### config.mk
export PLATFORM = sky130hd
export DESIGN_NAME = tape_block_pulse_encoder_flat
export DESIGN_NICKNAME = d
export VERILOG_FILES = /design/src/rtl/tbpe_pkg.sv /design/src/rtl/tbpe_in_if.sv /design/src/rtl/tbpe_out_if.sv /design/src/rtl/tbpe_cfg_if.sv /design/src/rtl/tbpe_cfg_regs.sv /design/src/rtl/tbpe_scaler.sv /design/src/rtl/tbpe_run_seq.sv /design/src/rtl/tape_block_pulse_encoder.sv /design/src/flat_wrapper.sv
export SDC_FILE = /design/constraint.sdc
export NUM_CORES = 1
export LEC_CHECK = 0
export ABC_CLOCK_PERIOD_IN_PS = 7200
export BUFFER_PORTS_ARGS = -buffer_cell sky130_fd_sc_hd__buf_2
export CAP_MARGIN = 20
export CORE_MARGIN = 2
export CORE_UTILIZATION = 24
export DETAILED_ROUTE_END_ITERATION = 6
export GPL_TIMING_DRIVEN = 0
export SLEW_MARGIN = 20
export SYNTH_ARGS = -nofsm -noshare
export SYNTH_HDL_FRONTEND = slang
export SYNTH_SLANG_ARGS = --single-unit
### constraint.sdc
create_clock -name clk -period 7.2 [get_ports clk]
set_clock_uncertainty 0.05 [all_clocks]
set_input_delay 0.36 -clock clk [delete_from_list [all_inputs] [get_ports clk]]
set_output_delay 0.36 -clock clk [all_outputs]
set_load 0.01 [all_outputs]
### src/rtl/tbpe_pkg.sv
package tbpe_pkg;

  localparam int BYTE_W   = 8;
  localparam int TICK_W   = 15;
  localparam int COUNT_W  = 14;
  localparam int LEVEL_W  = 8;
  localparam int PERM_W   = 11;
  localparam int AMP_W    = 7;
  localparam int CIDX_W   = 3;
  localparam int CDATA_W  = 15;

  // configuration register indexes
  localparam logic [CIDX_W-1:0] REG_TIMING    = 3'd0;
  localparam logic [CIDX_W-1:0] REG_AMPLITUDE = 3'd1;
  localparam logic [CIDX_W-1:0] REG_INVERT    = 3'd2;
  localparam logic [CIDX_W-1:0] REG_PILOT     = 3'd3;
  localparam logic [CIDX_W-1:0] REG_SYNC1     = 3'd4;
  localparam logic [CIDX_W-1:0] REG_SYNC2     = 3'd5;
  localparam logic [CIDX_W-1:0] REG_ZERO      = 3'd6;
  localparam logic [CIDX_W-1:0] REG_ONE       = 3'd7;

  // duration slots
  localparam int NUM_DUR = 5;
  localparam int DIDX_W  = 3;
  localparam logic [DIDX_W-1:0] DUR_PILOT = 3'd0;
  localparam logic [DIDX_W-1:0] DUR_SYNC1 = 3'd1;
  localparam logic [DIDX_W-1:0] DUR_SYNC2 = 3'd2;
  localparam logic [DIDX_W-1:0] DUR_ZERO  = 3'd3;
  localparam logic [DIDX_W-1:0] DUR_ONE   = 3'd4;

  // run sequence of one item
  localparam int RUN_W = 4;
  localparam logic [RUN_W-1:0] RUN_PILOT = 4'd0;
  localparam logic [RUN_W-1:0] RUN_SYNC1 = 4'd1;
  localparam logic [RUN_W-1:0] RUN_SYNC2 = 4'd2;
  localparam logic [RUN_W-1:0] RUN_BIT7  = 4'd3;
  localparam logic [RUN_W-1:0] RUN_BIT0  = 4'd10;

  localparam logic [BYTE_W-1:0]  FLAG_DATA  = 8'h80;
  localparam logic [LEVEL_W-1:0] MID_LEVEL  = 8'd128;
  localparam logic [TICK_W-1:0]  TICK_MIN   = 15'd1;
  localparam logic [TICK_W-1:0]  TICK_MAX   = 15'd32767;
  localparam logic [COUNT_W-1:0] COUNT_SYNC = 14'd1;
  localparam logic [COUNT_W-1:0] COUNT_BIT  = 14'd2;

  // scaling: (ticks * permille + 500) / 1000, the divide done as
  // ((x >> 3) * ceil(2^30 / 125)) >> 30, exact for x below 2^26
  localparam int PROD_W      = TICK_W + PERM_W;
  localparam logic [PROD_W-1:0] ROUND_ADD = 26'd500;
  localparam int DIV_SHIFT   = 3;
  localparam int XQ_W        = PROD_W - DIV_SHIFT;
  localparam int RECIP_W     = 24;
  localparam int RECIP_HALF  = RECIP_W / 2;
  localparam logic [RECIP_W-1:0] RECIP = 24'd8589935;
  localparam int RECIP_SHIFT = 30;
  localparam int PART_W      = XQ_W + RECIP_HALF;
  localparam int SUM_W       = XQ_W + RECIP_W + 1;
  localparam int QUOT_W      = SUM_W - 1 - RECIP_SHIFT;

  typedef logic [TICK_W-1:0] tick_t;
  typedef tick_t [NUM_DUR-1:0] dur_set_t;

  typedef struct packed {
    logic [PERM_W-1:0] timing_permille;
    logic [AMP_W-1:0]  amplitude;
    logic              invert_output;
    tick_t             pilot_ticks;
    tick_t             sync_one_ticks;
    tick_t             sync_two_ticks;
    tick_t             zero_bit_ticks;
    tick_t             one_bit_ticks;
  } cfg_t;

  typedef struct packed {
    logic             busy;
    logic [RUN_W-1:0] run;
  } seq_st_t;

endpackage

### src/rtl/tbpe_in_if.sv
interface tbpe_in_if;
  logic                        valid;
  logic                        ready;
  logic [tbpe_pkg::BYTE_W-1:0] data_byte;
  logic                        first_of_block;
  logic                        last_of_block;

  modport source (output valid, output data_byte, output first_of_block,
                  output last_of_block, input ready);
  modport sink   (input valid, input data_byte, input first_of_block,
                  input last_of_block, output ready);
endinterface

### src/rtl/tbpe_out_if.sv
interface tbpe_out_if;
  logic                         valid;
  logic                         ready;
  logic [tbpe_pkg::TICK_W-1:0]  pulse_ticks;
  logic [tbpe_pkg::COUNT_W-1:0] pulse_count;
  logic [tbpe_pkg::LEVEL_W-1:0] start_level;
  logic                         block_end;
  logic                         last;

  modport source (output valid, output pulse_ticks, output pulse_count,
                  output start_level, output block_end, output last, input ready);
  modport sink   (input valid, input pulse_ticks, input pulse_count,
                  input start_level, input block_end, input last, output ready);
endinterface

### src/rtl/tbpe_cfg_if.sv
interface tbpe_cfg_if;
  logic                         valid;
  logic                         ready;
  logic [tbpe_pkg::CIDX_W-1:0]  index;
  logic [tbpe_pkg::CDATA_W-1:0] data;

  modport source (output valid, output index, output data, input ready);
  modport sink   (input valid, input index, input data, output ready);
endinterface

### src/rtl/tbpe_cfg_regs.sv
module tbpe_cfg_regs (
  input  logic             clk,
  input  logic             rst_n,
  tbpe_cfg_if.sink         cfg_ch,
  output tbpe_pkg::cfg_t   cfg,
  output logic             cfg_wr
);

  tbpe_pkg::cfg_t cfg_r;

  assign cfg_ch.ready = 1'b1;
  assign cfg_wr       = cfg_ch.valid & cfg_ch.ready;
  assign cfg          = cfg_r;

  always_ff @(posedge clk) begin
    if (!rst_n) begin
      cfg_r.timing_permille <= 11'd1000;
      cfg_r.amplitude       <= 7'd64;
      cfg_r.invert_output   <= 1'b0;
      cfg_r.pilot_ticks     <= 15'd6194;
      cfg_r.sync_one_ticks  <= 15'd1906;
      cfg_r.sync_two_ticks  <= 15'd2100;
      cfg_r.zero_bit_ticks  <= 15'd2443;
      cfg_r.one_bit_ticks   <= 15'd4886;
    end else if (cfg_wr) begin
      unique case (cfg_ch.index)
        tbpe_pkg::REG_TIMING:    cfg_r.timing_permille <= cfg_ch.data[tbpe_pkg::PERM_W-1:0];
        tbpe_pkg::REG_AMPLITUDE: cfg_r.amplitude       <= cfg_ch.data[tbpe_pkg::AMP_W-1:0];
        tbpe_pkg::REG_INVERT:    cfg_r.invert_output   <= cfg_ch.data[0];
        tbpe_pkg::REG_PILOT:     cfg_r.pilot_ticks     <= cfg_ch.data[tbpe_pkg::TICK_W-1:0];
        tbpe_pkg::REG_SYNC1:     cfg_r.sync_one_ticks  <= cfg_ch.data[tbpe_pkg::TICK_W-1:0];
        tbpe_pkg::REG_SYNC2:     cfg_r.sync_two_ticks  <= cfg_ch.data[tbpe_pkg::TICK_W-1:0];
        tbpe_pkg::REG_ZERO:      cfg_r.zero_bit_ticks  <= cfg_ch.data[tbpe_pkg::TICK_W-1:0];
        tbpe_pkg::REG_ONE:       cfg_r.one_bit_ticks   <= cfg_ch.data[tbpe_pkg::TICK_W-1:0];
        default: ;
      endcase
    end
  end

endmodule

### src/rtl/tbpe_scaler.sv
module tbpe_scaler (
  input  logic               clk,
  input  logic               rst_n,
  input  tbpe_pkg::cfg_t     cfg,
  input  logic               cfg_wr,
  output tbpe_pkg::dur_set_t scaled,
  output logic               settled
);

  // a full sweep of all slots through the three stages
  localparam int SETTLE = tbpe_pkg::NUM_DUR + 2;
  localparam int SET_W  = $clog2(SETTLE + 1);

  logic [tbpe_pkg::DIDX_W-1:0]     idx_r, idx_nxt, idx_p_r, idx_q_r;
  logic [SET_W-1:0]                settle_r;
  tbpe_pkg::tick_t                 ticks_sel;
  logic [tbpe_pkg::PROD_W-1:0]     prod_r;
  logic [tbpe_pkg::XQ_W-1:0]       xq;
  logic [tbpe_pkg::PART_W-1:0]     part_lo_r, part_hi_r;
  logic [tbpe_pkg::SUM_W-1:0]      sum;
  logic [tbpe_pkg::QUOT_W-1:0]     quot;
  tbpe_pkg::tick_t                 clamped;
  tbpe_pkg::dur_set_t              scaled_r;

  assign scaled  = scaled_r;
  assign settled = (settle_r == '0);

  always_comb begin
    unique case (idx_r)
      tbpe_pkg::DUR_PILOT: ticks_sel = cfg.pilot_ticks;
      tbpe_pkg::DUR_SYNC1: ticks_sel = cfg.sync_one_ticks;
      tbpe_pkg::DUR_SYNC2: ticks_sel = cfg.sync_two_ticks;
      tbpe_pkg::DUR_ZERO:  ticks_sel = cfg.zero_bit_ticks;
      default:             ticks_sel = cfg.one_bit_ticks;
    endcase
  end

  assign idx_nxt = (idx_r == tbpe_pkg::DIDX_W'(tbpe_pkg::NUM_DUR - 1)) ? '0
                 : idx_r + 1'b1;

  always_ff @(posedge clk) begin
    if (!rst_n) begin
      idx_r    <= '0;
      settle_r <= SET_W'(SETTLE);
    end else begin
      idx_r <= idx_nxt;
      if (cfg_wr)
        settle_r <= SET_W'(SETTLE);
      else if (settle_r != '0)
        settle_r <= settle_r - 1'b1;
    end
  end

  assign xq = prod_r[tbpe_pkg::PROD_W-1:tbpe_pkg::DIV_SHIFT];

  // stage 1: raw product with rounding offset; stage 2: reciprocal halves
  always_ff @(posedge clk) begin
    prod_r    <= tbpe_pkg::PROD_W'(ticks_sel) * tbpe_pkg::PROD_W'(cfg.timing_permille)
               + tbpe_pkg::ROUND_ADD;
    idx_p_r   <= idx_r;
    part_lo_r <= tbpe_pkg::PART_W'(xq)
               * tbpe_pkg::PART_W'(tbpe_pkg::RECIP[tbpe_pkg::RECIP_HALF-1:0]);
    part_hi_r <= tbpe_pkg::PART_W'(xq)
               * tbpe_pkg::PART_W'(tbpe_pkg::RECIP[tbpe_pkg::RECIP_W-1:tbpe_pkg::RECIP_HALF]);
    idx_q_r   <= idx_p_r;
  end

  always_comb begin
    sum  = (tbpe_pkg::SUM_W'(part_hi_r) << tbpe_pkg::RECIP_HALF)
         + tbpe_pkg::SUM_W'(part_lo_r);
    quot = sum[tbpe_pkg::SUM_W-2:tbpe_pkg::RECIP_SHIFT];
    if (quot == '0)
      clamped = tbpe_pkg::TICK_MIN;
    else if (quot > tbpe_pkg::QUOT_W'(tbpe_pkg::TICK_MAX))
      clamped = tbpe_pkg::TICK_MAX;
    else
      clamped = quot[tbpe_pkg::TICK_W-1:0];
  end

  always_ff @(posedge clk) begin
    scaled_r[idx_q_r] <= clamped;
  end

endmodule

### src/rtl/tbpe_run_seq.sv
module tbpe_run_seq #(
  parameter int HEADER_PILOT_COUNT = 8063,
  parameter int DATA_PILOT_COUNT   = 3223
) (
  input  logic                clk,
  input  logic                rst_n,
  tbpe_in_if.sink             in_ch,
  tbpe_out_if.source          out_ch,
  input  tbpe_pkg::cfg_t      cfg,
  input  tbpe_pkg::dur_set_t  scaled,
  input  logic                settled,
  output tbpe_pkg::seq_st_t   st
);

  localparam logic [tbpe_pkg::COUNT_W-1:0] HDR_CNT = tbpe_pkg::COUNT_W'(HEADER_PILOT_COUNT);
  localparam logic [tbpe_pkg::COUNT_W-1:0] DAT_CNT = tbpe_pkg::COUNT_W'(DATA_PILOT_COUNT);

  logic                             itm_valid_r;
  logic [tbpe_pkg::BYTE_W-1:0]      itm_byte_r;
  logic                             itm_last_r;
  logic [tbpe_pkg::RUN_W-1:0]       run_r;
  logic                             level_r;
  tbpe_pkg::dur_set_t               dur_r;

  logic                             out_valid_r;
  tbpe_pkg::tick_t                  ticks_r, ticks_nxt;
  logic [tbpe_pkg::COUNT_W-1:0]     count_r, count_nxt;
  logic [tbpe_pkg::LEVEL_W-1:0]     dac_r, dac_nxt;
  logic                             end_r, last_r;

  logic                             adv, final_run, in_acc, lvl, phys, bit_val;
  logic [tbpe_pkg::COUNT_W-1:0]     pilot_cnt, in_pilot_cnt;
  logic [tbpe_pkg::LEVEL_W-1:0]     amp_ext;

  assign adv       = itm_valid_r & (~out_valid_r | out_ch.ready);
  assign final_run = (run_r == tbpe_pkg::RUN_BIT0);
  assign in_ch.ready = settled & (~itm_valid_r | (adv & final_run));
  assign in_acc    = in_ch.valid & in_ch.ready;

  assign in_pilot_cnt = (in_ch.data_byte < tbpe_pkg::FLAG_DATA) ? HDR_CNT : DAT_CNT;
  assign pilot_cnt    = (itm_byte_r < tbpe_pkg::FLAG_DATA) ? HDR_CNT : DAT_CNT;
  assign bit_val      = itm_byte_r[3'(tbpe_pkg::RUN_BIT0 - run_r)];

  // level_r already holds the level after the sync pulses of a first item
  always_comb begin
    ticks_nxt = bit_val ? dur_r[tbpe_pkg::DUR_ONE] : dur_r[tbpe_pkg::DUR_ZERO];
    count_nxt = tbpe_pkg::COUNT_BIT;
    lvl       = level_r;
    case (run_r)
      tbpe_pkg::RUN_PILOT: begin
        ticks_nxt = dur_r[tbpe_pkg::DUR_PILOT];
        count_nxt = pilot_cnt;
        lvl       = 1'b1;
      end
      tbpe_pkg::RUN_SYNC1: begin
        ticks_nxt = dur_r[tbpe_pkg::DUR_SYNC1];
        count_nxt = tbpe_pkg::COUNT_SYNC;
      end
      tbpe_pkg::RUN_SYNC2: begin
        ticks_nxt = dur_r[tbpe_pkg::DUR_SYNC2];
        count_nxt = tbpe_pkg::COUNT_SYNC;
        lvl       = ~level_r;
      end
      default: ;
    endcase
    phys    = lvl ^ cfg.invert_output;
    amp_ext = tbpe_pkg::LEVEL_W'(cfg.amplitude);
    dac_nxt = phys ? (tbpe_pkg::MID_LEVEL + amp_ext) : (tbpe_pkg::MID_LEVEL - amp_ext);
  end

  always_ff @(posedge clk) begin
    if (!rst_n) begin
      itm_valid_r <= 1'b0;
      run_r       <= tbpe_pkg::RUN_PILOT;
      level_r     <= 1'b1;
      out_valid_r <= 1'b0;
    end else begin
      if (in_acc) begin
        itm_valid_r <= 1'b1;
        run_r       <= in_ch.first_of_block ? tbpe_pkg::RUN_PILOT : tbpe_pkg::RUN_BIT7;
        if (in_ch.first_of_block)
          level_r <= ~in_pilot_cnt[0];
      end else if (adv) begin
        if (final_run)
          itm_valid_r <= 1'b0;
        else
          run_r <= run_r + 1'b1;
      end
      if (adv)
        out_valid_r <= 1'b1;
      else if (out_ch.ready)
        out_valid_r <= 1'b0;
    end
  end

  always_ff @(posedge clk) begin
    if (in_acc) begin
      itm_byte_r  <= in_ch.data_byte;
      itm_last_r  <= in_ch.last_of_block;
      if (in_ch.first_of_block)
        dur_r <= scaled;
    end
    if (adv) begin
      ticks_r <= ticks_nxt;
      count_r <= count_nxt;
      dac_r   <= dac_nxt;
      last_r  <= final_run;
      end_r   <= final_run & itm_last_r;
    end
  end

  assign out_ch.valid       = out_valid_r;
  assign out_ch.pulse_ticks = ticks_r;
  assign out_ch.pulse_count = count_r;
  assign out_ch.start_level = dac_r;
  assign out_ch.block_end   = end_r;
  assign out_ch.last        = last_r;

  assign st.busy = itm_valid_r;
  assign st.run  = run_r;

endmodule

### src/rtl/tape_block_pulse_encoder.sv
// channel  dir  handshake      payload
// in_ch    in   valid/ready    data_byte, first_of_block, last_of_block
// out_ch   out  valid/ready    pulse_ticks, pulse_count, start_level, block_end, last
// cfg_ch   in   valid/ready    index, data (always ready)
//
// a first byte gives 11 runs, any other byte 8, one run a cycle from the run
// sequencer into the output register while the output is not stalled; the next item
// is taken as the last run of the current one leaves
// durations are scaled by a shared 3-stage multiply unit sweeping the five
// slots; input is held off after reset and after any cfg write until the
// sweep has settled; a stalled output holds its run and the sequencer waits behind it
module tape_block_pulse_encoder #(
  parameter int HEADER_PILOT_COUNT = 8063,
  parameter int DATA_PILOT_COUNT   = 3223
) (
  input  logic        clk,
  input  logic        rst_n,
  tbpe_in_if.sink     in_ch,
  tbpe_out_if.source  out_ch,
  tbpe_cfg_if.sink    cfg_ch
);

  tbpe_pkg::cfg_t     cfg;
  logic               cfg_wr;
  tbpe_pkg::dur_set_t scaled;
  logic               settled;
  tbpe_pkg::seq_st_t  st;

  tbpe_cfg_regs u_cfg (
    .clk    (clk),
    .rst_n  (rst_n),
    .cfg_ch (cfg_ch),
    .cfg    (cfg),
    .cfg_wr (cfg_wr)
  );

  tbpe_scaler u_scl (
    .clk     (clk),
    .rst_n   (rst_n),
    .cfg     (cfg),
    .cfg_wr  (cfg_wr),
    .scaled  (scaled),
    .settled (settled)
  );

  tbpe_run_seq #(
    .HEADER_PILOT_COUNT (HEADER_PILOT_COUNT),
    .DATA_PILOT_COUNT   (DATA_PILOT_COUNT)
  ) u_seq (
    .clk     (clk),
    .rst_n   (rst_n),
    .in_ch   (in_ch),
    .out_ch  (out_ch),
    .cfg     (cfg),
    .scaled  (scaled),
    .settled (settled),
    .st      (st)
  );

  a_acc_settled: assert property (@(posedge clk) disable iff (!rst_n)
    (in_ch.valid && in_ch.ready) |-> settled)
    else $error("item taken before durations settled");

  a_cfg_unsettles: assert property (@(posedge clk) disable iff (!rst_n)
    cfg_wr |=> !settled)
    else $error("cfg write did not restart settling");

  a_first_pilot: assert property (@(posedge clk) disable iff (!rst_n)
    (in_ch.valid && in_ch.ready && in_ch.first_of_block)
      |=> (st.busy && st.run == tbpe_pkg::RUN_PILOT))
    else $error("first item did not start with pilot run");

  a_end_is_last: assert property (@(posedge clk) disable iff (!rst_n)
    (out_ch.valid && out_ch.block_end) |-> out_ch.last)
    else $error("block end on a run that is not the item's last");

endmodule

### src/flat_wrapper.sv
// flat-port wrapper written by rule: the top's interface ports become plain ports
module tape_block_pulse_encoder_flat 
#(
  parameter int HEADER_PILOT_COUNT = 8063,
  parameter int DATA_PILOT_COUNT   = 3223
)
  (clk, rst_n, in_ch_valid, in_ch_data_byte, in_ch_first_of_block, in_ch_last_of_block, in_ch_ready, out_ch_valid, out_ch_pulse_ticks, out_ch_pulse_count, out_ch_start_level, out_ch_block_end, out_ch_last, out_ch_ready, cfg_ch_valid, cfg_ch_index, cfg_ch_data, cfg_ch_ready);
  tbpe_in_if in_ch_i ();
  tbpe_out_if out_ch_i ();
  tbpe_cfg_if cfg_ch_i ();
  input  logic clk;
  input  logic rst_n;
  input wire logic [$bits(in_ch_i.valid)-1:0] in_ch_valid;
  input wire logic [$bits(in_ch_i.data_byte)-1:0] in_ch_data_byte;
  input wire logic [$bits(in_ch_i.first_of_block)-1:0] in_ch_first_of_block;
  input wire logic [$bits(in_ch_i.last_of_block)-1:0] in_ch_last_of_block;
  output wire logic [$bits(in_ch_i.ready)-1:0] in_ch_ready;
  output wire logic [$bits(out_ch_i.valid)-1:0] out_ch_valid;
  output wire logic [$bits(out_ch_i.pulse_ticks)-1:0] out_ch_pulse_ticks;
  output wire logic [$bits(out_ch_i.pulse_count)-1:0] out_ch_pulse_count;
  output wire logic [$bits(out_ch_i.start_level)-1:0] out_ch_start_level;
  output wire logic [$bits(out_ch_i.block_end)-1:0] out_ch_block_end;
  output wire logic [$bits(out_ch_i.last)-1:0] out_ch_last;
  input wire logic [$bits(out_ch_i.ready)-1:0] out_ch_ready;
  input wire logic [$bits(cfg_ch_i.valid)-1:0] cfg_ch_valid;
  input wire logic [$bits(cfg_ch_i.index)-1:0] cfg_ch_index;
  input wire logic [$bits(cfg_ch_i.data)-1:0] cfg_ch_data;
  output wire logic [$bits(cfg_ch_i.ready)-1:0] cfg_ch_ready;
  assign in_ch_i.valid = in_ch_valid;
  assign in_ch_i.data_byte = in_ch_data_byte;
  assign in_ch_i.first_of_block = in_ch_first_of_block;
  assign in_ch_i.last_of_block = in_ch_last_of_block;
  assign in_ch_ready = in_ch_i.ready;
  assign out_ch_valid = out_ch_i.valid;
  assign out_ch_pulse_ticks = out_ch_i.pulse_ticks;
  assign out_ch_pulse_count = out_ch_i.pulse_count;
  assign out_ch_start_level = out_ch_i.start_level;
  assign out_ch_block_end = out_ch_i.block_end;
  assign out_ch_last = out_ch_i.last;
  assign out_ch_i.ready = out_ch_ready;
  assign cfg_ch_i.valid = cfg_ch_valid;
  assign cfg_ch_i.index = cfg_ch_index;
  assign cfg_ch_i.data = cfg_ch_data;
  assign cfg_ch_ready = cfg_ch_i.ready;
  tape_block_pulse_encoder #(.HEADER_PILOT_COUNT(HEADER_PILOT_COUNT), .DATA_PILOT_COUNT(DATA_PILOT_COUNT)) u_core (.clk(clk), .rst_n(rst_n), .in_ch(in_ch_i), .out_ch(out_ch_i), .cfg_ch(cfg_ch_i));
endmodule
==> metrics, run 1 <==
status finished, final reports clean; crit start category register; Worst setup EP type register; DIE HEIGHT 336.6 um; R2R Path Start u_core.u_scl.idx_r[2]; chip width 336.6 um; Port Buffers 71; Worst-Margin Slew 950.7 ps; hold path depth 3; Vias 17,592; share of layout cells above drive strength 1 0.08287; Post-Syn Area 26,560 um2; dpl hpwl 45.49 mm; Worst slew margin 0.3562; reg2reg end u_core.u_scl.prod_r[25]; Initial Util 0.2410; Layout Nets 3,229; number of synthesized flops with an enable pin 189; total global routing overflow 0; global-route wire length before repair 93.73 mm; Root Buffer clkbuf_16; die area 113,300 um2; drt total wl 57.52 mm; Hold Path Class input pin to register; Ports 75; WP data required 7630 ps; Syn Nets 3,098; Yosys reg bits 381; Final setup viols 0; post-synthesis sequential area ratio 0.3585; Post-Synthesis Cells 2,519; CTS Buffer Depth 3; Post-synth ARST share 0; worst hold slack 61.25 ps; largest net degree at the start of global routing 64; DR iter-0 viols 1,041; H-tree levels 2; final hold vios 0; row count 122; Tot GR Track Use 0.1026; Distinct cells, synth 72; number of diodes 0; DR DRC count 0; Pre-antenna DRT Iters 5; CTS buffer count 39; Primary FF master, synth dfxtp_1; Crit. Startpoint u_core.u_scl.idx_r[2]; most frequent cells in the layout inv_1 (408), nand2_1 (321), ha_1 (287), fa_1 (255), dfxtp_1 (190); WS Path Type register to register; Fmax 0.1446 GHz; CTS sink cnt 381; flop-to-flop setup slack 280 ps; crit path DAT 7350 ps; CTS tree done; Setup crit end u_core.u_scl.prod_r[25]; Max FO, Critical Path 10; Area Overhead vs Synth 14.67%; Vias/cell 4.222; Avg WL per Cell 13.80 um; synth warn 0; GPL Wtd Cong 0.8454; MaxCap Viol Count 0; post-synthesis average cell area 10.54 um2; commonest non-fill, non-tap cell in the layout inv_1; Final Critical Period 6917 ps; core area 110,200 um2; Pins Over Slew Limit 0; antenna violations before repair 1; vias in the first global route 17,938; FF-to-FF path depth 27; CTS clk-pin slew, worst paths 60 ps; worst skew pair latency 560 ps; setup TNS 0 ps; Routed Antenna Nets 0; final period utilization 0.9607
==> how the worst min path moves through the flow <==
stage                                        from                        to  slack, ps
after floorplan           u_core.u_scl.idx_p_r[0]   u_core.u_scl.idx_q_r[0]        260
after global placement    u_core.u_scl.idx_p_r[2]   u_core.u_scl.idx_q_r[2]        270
after detailed placement  u_core.u_scl.idx_p_r[2]   u_core.u_scl.idx_q_r[2]        270
after CTS                            cfg_ch_valid  u_core.u_scl.settle_r[0]         30
after global routing                 cfg_ch_valid  u_core.u_scl.settle_r[1]         60
final                                cfg_ch_valid  u_core.u_scl.settle_r[0]         60
==> logic make-up after synthesis <==
kind of cell / count (synthesis) / share of synthesized area
other: 2 / 0.0002828
adders and majority gates: 546 / 0.3293
buffers and inverters: 492 / 0.07110
xor gates and xnor gates: 77 / 0.02540
AOI/OAI and AO/OA: 338 / 0.09037
DFF: 381 / 0.3585
muxes: 19 / 0.008151
and+or+nand+nor: 664 / 0.1169
==> cell type report <==
class	count	area, um2
clock buffers	50	1112
clock inverters	20	181.4
repair buffers	92	575.6
plain buffers	80	381.6
flip-flops and latches	381	9522
multi-input cells	1646	15280
well taps	1488	1862
fillers	11592	79760
inverters	410	1541
==> through the flow <==
stage               instance area (um2)    util  std cells  setup slack [ps]
floorplan                         26560       -       2519             528.9
CTS                               30390  0.2757       4167             5.032
global placement                  28770  0.2611       4078             -1135
detailed placement                28920  0.2624       4088             -1113
global route                      30450  0.2763       4167            -6.546
finish                            30450  0.2763       4167             283.1
==> state kept, by name, summed over array words and instances, names as in the netlist, 3 cells and up <==
signal / cells
u_core.u_cfg.cfg: 94
u_core.u_scl.idx_p_r: 3
u_core.u_scl.idx_q_r: 3
u_core.u_scl.idx_r: 3
u_core.u_scl.part_hi_r: 35
u_core.u_scl.part_lo_r: 21
u_core.u_scl.prod_r: 23
u_core.u_scl.scaled: 75
u_core.u_scl.settle_r: 3
u_core.u_seq.dur_r: 75
u_core.u_seq.itm_byte_r: 8
u_core.u_seq.out_ch.pulse_count: 5
u_core.u_seq.out_ch.pulse_ticks: 15
u_core.u_seq.out_ch.start_level: 8
u_core.u_seq.run_r: 4
==> per-layer routing <==
metal  vias up  global-route usage  wire (um)
met4         0             0.02954       1311
li1       8572                   -          -
met2       274              0.1835      28930
met1      8666              0.1299      25510
met3        80             0.01116       1766
met5         -                   0          0
==> worst max-delay path: stages, from the launching register on <==
cell and delay (ps):
dfxtp_2 360, inv_1 100, buf_6 170, ha_4 200, clkbuf_4 200, a22oi_1 170
nand3_1 130, o21a_1 160, clkbuf_4 200, and2_1 190, fa_1 480, inv_1 50
fa_1 480, inv_1 70, fa_1 510, fa_1 550, inv_1 60, fa_1 520
inv_1 40, ha_1 240, or3_4 430, o32ai_4 350, nor2_2 100, nor4b_4 290
o311ai_2 140, a31o_1 250, a21oi_2 180, xnor2_2 150
==> synth_stat cells, types with 7 or more instances <==
cell type,count,share of area
a211oi_1,21,0.0059
a21boi_0,53,0.015
a21o_1,22,0.0062
a21oi_1,63,0.012
a222oi_1,15,0.0057
a22oi_1,30,0.0085
a31oi_1,10,0.0024
and2_1,84,0.020
and3_1,10,0.0024
buf_4,10,0.0028
clkbuf_1,69,0.0098
dfxtp_1,192,0.14
edfxtp_1,189,0.21
fa_1,255,0.19
ha_1,291,0.14
inv_1,409,0.058
mux2i_1,16,0.0060
nand2_1,321,0.045
nand2b_1,11,0.0026
nand3_1,72,0.014
nand4_1,10,0.0024
nor2_1,74,0.010
nor2b_1,26,0.0061
nor3_1,24,0.0045
nor4_1,7,0.0016
o21a_1,39,0.011
o21ai_0,30,0.0057
o21bai_1,7,0.0020
or2_2,9,0.0021
xnor2_1,55,0.018
xor2_1,22,0.0073
==> repair_timing <==
item | in CTS | in global routing
setup endpoints to repair | 13 | 7
hold endpoints to repair | 9 | 0
setup buffers | 2 | 0
pin swaps | 2 | 3
gates resized for setup | 24 | 24
hold buffers | 9 | 0
Power of run 1 is not shown: default switching activity piles up to over one toggle a cycle in this logic, so the estimate is an artifact.
==> run 2, diff against run 1 <==
ABC_AREA = 1   (was default)
CORE_UTILIZATION = 55   (was 24)
PLACE_DENSITY = 0.74   (was default)
==> run 2 against run 1 <==
Compared with the run above:
- global-route usage grew 15 points
- synthesized cell count grew 24%
- flip-flop and latch count is the same
- die area shrank 53%
- final cell count shrank 4.9%
- highest routed layer unchanged
- maximum frequency grew 1.4%
- worst hold slack lost 2.5 ps
- non-clock buffer count shrank 19
- via count grew 19%
- design area grew 1.3%
- largest cell class unchanged
- first-iteration DRC count grew 33%
==> metrics, run 2 <==
post-synthesis average cell area 8.963 um2 (-15%); DIE HEIGHT 229.8 um (-32%); antenna violations before repair 0 (-1); unrepaired setup endpoints after global routing false; GRT met3 Usage 0.03881 (+0.02766); Vias 20,994 (+19%); chip width 229.8 um (-32%); global-route layer with the greatest usage met2; fillcell total 4,259 (-63%); largest family of logic cells by synthesized area adder cells; number of diodes 0 (unchanged); Tot GR Track Use 0.2521 (+0.1494); H-tree levels 2 (unchanged); status finished, final reports clean; Synth Area in Simple Gates 0.1562 (+0.03930); Avg WL per Cell 16.38 um (+19%); commonest non-fill, non-tap cell in the layout inv_1; most instantiated cells after synthesis inv_1 (614), nand2_1 (536), nor2_1 (312), ha_1 (291), fa_1 (255); Primary FF master, synth dfxtp_1; final period utilization 0.9476 (-0.01309); Distinct cells, synth 50 (-31%); DR iter-0 viols 1,380 (+33%); worst skew pair latency 550 ps (about the same); synth warn 0 (unchanged); Worst slew margin 0.3436 (-0.01259); Vias/cell 5.296 (+25%); setup TNS 0 ps (unchanged); Adder-Cell Fraction of Synth Area 0.3119 (-0.01749); mux cell area share after synthesis 0.0003569 (-0.007794); number of synthesized flops with an enable pin 189 (unchanged); total global routing overflow 0 (unchanged); Fmax 0.1466 GHz (+1.4%); global-route wire length before repair 107.0 mm (+14%); Ports 75 (unchanged); Yosys reg bits 381 (unchanged); CTS sink cnt 381 (unchanged); WS Path Type register to register; worst hold slack 58.71 ps (-2.534 ps); dpl ws -39.22 ps (+1073 ps); dpl hpwl 53.44 mm (+17%); Buffers & Inverters on Critical Path 7 (-1); Final setup viols 0 (unchanged); Post-synth ARST share 0 (unchanged); vias in the first global route 21,226 (+18%); share of layout cells above drive strength 1 0.06045 (-0.02242); most common cell in the netlist inv_1; post-route cell area 30,840 um2 (+1.3%); Routed Antenna Nets 0 (unchanged); CP peak stage delay 560 ps (about the same); top cell type's share of synthesized area 0.2024 (-0.01135); met1 Track Usage GR 0.3322 (+0.2023); Syn Nets 3,708 (+20%); row count 82 (-33%); crit path DAT 7200 ps (-150 ps); Worst setup EP type register; final worst slack 377.4 ps (+94.28 ps); CP max stage cell fa_1; largest net degree at the start of global routing 32 (-50%); core area 50,270 um2 (-54%); final hold vios 0 (unchanged); Area Overhead vs Synth 9.967%; Worst-Margin Slew 974.3 ps (+23.61 ps); CTS buffer count 40 (+2.6%); Post-Syn Area 28,040 um2 (+5.6%); drt total wl 64.95 mm (+13%); Final Critical Period 6823 ps (-94.28 ps); Crit path max-delay family adder cells; crit start category register; most frequent cells in the layout inv_1 (610), nand2_1 (536), nor2_1 (310), ha_1 (291), fa_1 (255); Initial Util 0.5578 (+0.3169); Layout Nets 3,840 (+19%); DR DRC count 0 (unchanged); Post-Synthesis Cells 3,129 (+24%); Synth area leaders edfxtp_1 (20%), fa_1 (18%), dfxtp_1 (14%); Hold Path Class input pin to register; Post-Place Cell Area 29,390 um2 (+1.6%); die area 52,810 um2 (-53%); Max FO, Critical Path 19 (+9); Synth Area in Compound Gates 0.07397 (-0.01640); GPL Wtd Cong 0.9563 (+13%); largest area contributor in the netlist edfxtp_1; Root Buffer clkbuf_16; post-synthesis sequential area ratio 0.3394 (-0.01903); CTS Buffer Depth 3 (unchanged); WP data required 7570 ps (-60 ps); MaxCap Viol Count 0 (unchanged); Pre-antenna DRT Iters 6 (+1); number of flip-flops in the largest register 94 (unchanged); CTS clk-pin slew, worst paths 60 ps (about the same); Synth Area in XOR/XNOR 0.02374 (-0.001661); CP dominant cell by count nand2_1; Post-CTS Setup Inserts 0 (-2); Port Buffers 70 (-1.4%); Pins Over Slew Limit 0 (unchanged); met2 Resource Use GR 0.4379 (+0.2544); CTS tree done
## run 2: changes by cell type in the layout (fill, tap and decap cells not counted), moves of 33 or more
cell      delta
nor2_1     +237
nand2_1    +215
inv_1      +202
o21ai_0    +106
a21oi_1     +85
and2_1      -83
a21boi_0    -51
nand3_1     +46
o21a_1      -34
xnor2_1     -33
xor2_1      +33
## run 2: worst min-delay path: stages
cell and delay (ps):
buf_2 110, nor2_1 80, nand2_1 70
## run 2: layout make-up
class,instances,area (um2),share of cell area
clock inverter,21,246.5,0.007993
sequential,381,9519,0.3087
timing repair buffer,91,568.0,0.01842
multi-input combinational,2059,15920,0.5161
tap,672,840.8,0.02726
clock buffer,52,1107,0.03591
inverter,626,2350,0.07619
buffer,62,290.3,0.009413
## run 2: per-stage QoR
step / util / instances
detailed placement: 0.5847 / 3883
global route: 0.6134 / 3964
global placement: 0.5815 / 3871
floorplan: - / 3129
finish: 0.6134 / 3964
CTS: 0.6133 / 3964
## run 2: path summary, 6_finish.rpt
kind                                start                       end  slack, ps  cells past startpoint
setup / recovery    u_core.u_scl.idx_r[2]   u_core.u_scl.prod_r[21]        380                     27
setup reg to reg    u_core.u_scl.idx_r[2]   u_core.u_scl.prod_r[21]        380                     27
hold / removal               cfg_ch_valid  u_core.u_scl.settle_r[2]         60                      3
hold reg to reg   u_core.u_scl.idx_p_r[1]   u_core.u_scl.idx_q_r[1]        280                      0
## run 2: cell families after synthesis
family,Yosys count
other,2
AOI/OAI and AO/OA,374
DFF,381
muxes,1
xor gates and xnor gates,76
buffers and inverters,689
and+or+nand+nor,1060
adders and majority gates,546
## run 2: repair_timing
action	CTS	global route
setup endpoints to repair	3	6
cloned	0	0
hold buffers	9	0
endpoints found under the hold margin	9	0
resized for setup	0	10
pin swaps	0	0
## run 2: routing by layer
layer,up-vias,wire [um]
li1,10206,-
met1,10109,27970
met2,579,31900
met3,100,3743
met4,0,1337
met5,-,0
Power of run 2 is left out for the same reason.
==> run 3, diff against run 2 <==
CELL_PAD_IN_SITES_DETAIL_PLACEMENT = 1   (was default)
CELL_PAD_IN_SITES_GLOBAL_PLACEMENT = 1   (was default)
CORE_UTILIZATION = 46   (was 55)
CTS_BUF_LIST = sky130_fd_sc_hd__clkbuf_8   (was default)
PLACE_DENSITY = 0.81   (was 0.74)
==> run 3 against run 2 <==
Compared with the run above:
- the run now ends with DRC left
- critical path type unchanged
- global-route usage increased by 0.96 points
- wire length grew 24%
- critical path depth decreased by 3
- maximum frequency decreased by 0.59%
- flip-flop and latch count unchanged
==> metrics, run 3 (synthesis gave the netlist of run 2 again) <==
CTS clk-pin slew, worst paths 60 ps (about the same); final hold vios 0 (unchanged); Area Overhead vs Synth 10.62%; crit start category register; Worst slew margin 0.3300 (-0.01354); most frequent cells in the layout inv_1 (635), nand2_1 (536), nor2_1 (310), ha_1 (290), fa_1 (255); R2R Path Start u_core.u_scl.idx_r[0]; CTS sink cnt 381 (unchanged); vias in the first global route 24,713 (+16%); WS Path Type register to register; Final setup viols 0 (unchanged); WP data required 7700 ps (+130 ps); reg2reg end u_core.u_scl.prod_r[22]; chip width 250.9 um (+9.2%); GPL Wtd Cong 0.9632 (+0.72%); total global routing overflow 0 (unchanged); hold path depth 3 (unchanged); Root Buffer clkbuf_8; Pins Over Slew Limit 0 (unchanged); Fmax 0.1457 GHz (-0.59%); H-tree levels 2 (unchanged); die area 62,960 um2 (+19%); Tot GR Track Use 0.2617 (+0.009587); violated checks DRC; DIE HEIGHT 250.9 um (+9.2%); drt total wl 80.35 mm (+24%); fillcell total 7,088 (+66%); number of flip-flops in the largest register 94 (unchanged); Port Buffers 70 (unchanged); unrepaired setup endpoints after global routing false; crit path DAT 7360 ps (+160 ps); Initial Util 0.4646 (-0.09320); commonest non-fill, non-tap cell in the layout inv_1; Hold Startpoint cfg_ch_data[8]; Ports 75 (unchanged); final period utilization 0.9532 (+0.005658); dpl hpwl 64.44 mm (+21%); CTS Buffer Depth 3 (unchanged); Final Critical Period 6863 ps (+40.74 ps); status complete, but fails checks; DR iter-0 viols 1,175 (-15%); worst hold slack 53.63 ps (-5.084 ps); FF-to-FF path depth 24 (-11%); Routed Antenna Nets 0 (unchanged); Worst setup EP type register; Crit. Startpoint u_core.u_scl.idx_r[0]; global-route wire length before repair 130.5 mm (+22%); CTS buffer count 61 (+53%); Setup crit end u_core.u_scl.prod_r[22]; largest net degree at the start of global routing 32 (unchanged); antenna violations before repair 3 (+3); row count 90 (+9.8%); Hold Path Class input pin to register; CTS tree done; Pre-antenna DRT Iters 7 (+1); MaxCap Viol Count 0 (unchanged); worst skew pair latency 690 ps (+140 ps); Max FO, Critical Path 10 (-9); share of layout cells above drive strength 1 0.06601 (+0.005560); Layout Nets 3,874 (+0.89%); core area 60,360 um2 (+20%); DR DRC count 3 (+3); Vias 22,027 (+4.9%); post-layout util 0.5140 (-0.09947); Avg WL per Cell 19.45 um (+19%); Vias/cell 5.332 (+0.68%); flop-to-flop setup slack 340 ps (-40 ps); Worst-Margin Slew 994.4 ps (+20.09 ps)
run 3: layout make-up:
type,count,area [um2],area share
inverter,626,2350,0.07574
clock buffer,73,1005,0.03239
clock inverter,43,240.2,0.007744
sequential,381,9519,0.3068
antenna,1,2.502,0.00008066
tap,782,978.4,0.03154
multi-input combinational,2059,15930,0.5135
timing repair buffer,105,710.7,0.02291
buffer,61,286.5,0.009236
run 3: repair_timing:
item	CTS	global route
hold endpoints to repair	63	0
setup buffers	0	0
hold buffers	26	0
endpoints found under the setup margin	7	6
resized for setup	0	14
run 3: stage by stage:
| step | std cells | cell area (um2) | setup slack [ps] | setup TNS [ps] |
|---|---|---|---|---|
| 2_1_floorplan | 3129 | 28040 | 1123 | 0 |
| 3_3_place_gp | 3981 | 29370 | -191.1 | -415.0 |
| 3_5_place_dp | 3990 | 29500 | -343.5 | -1143 |
| 4_1_cts | 4130 | 31000 | 71.45 | 0 |
| 5_1_grt | 4131 | 31020 | 10.83 | 0 |
| 6_report | 4131 | 31020 | 336.6 | 0 |
run 3: worst max-delay path, cell delays in order (launching register included):
cell and delay [ps]:
dfxtp_1 420, inv_1 110, ha_1 210, clkbuf_1 210, clkbuf_2 250, nand3_1 120, nand4_1 180, o21ai_1 500
nor2_1 150, fa_1 570, inv_1 50, fa_1 500, inv_1 60, fa_1 540, fa_1 560, inv_1 60
fa_1 530, inv_1 40, ha_1 350, nand2_1 120, o21ai_0 290, a21oi_1 150, o21ai_1 330, a31oi_1 170
xor2_1 190
run 3: worst min-delay path by stage:
stage	end	slack (ps)
4_1_cts	u_core.u_cfg.cfg[38]	4
3_5_place_dp	u_core.u_scl.idx_q_r[2]	260
3_3_place_gp	u_core.u_scl.idx_q_r[2]	260
5_1_grt	u_core.u_cfg.cfg[38]	9
6_report	u_core.u_cfg.cfg[23]	50
2_1_floorplan	u_core.u_scl.idx_q_r[0]	260
run 3: metal layers:
layer	track usage	vias to the layer above	part of all wire
li1	-	10280	-
met5	0	-	0.00027
met1	0.3156	11027	0.41
met2	0.4821	534	0.52
met4	0.08265	4	0.029
met3	0.03551	182	0.045
Power of run 3 is left out for the same reason.
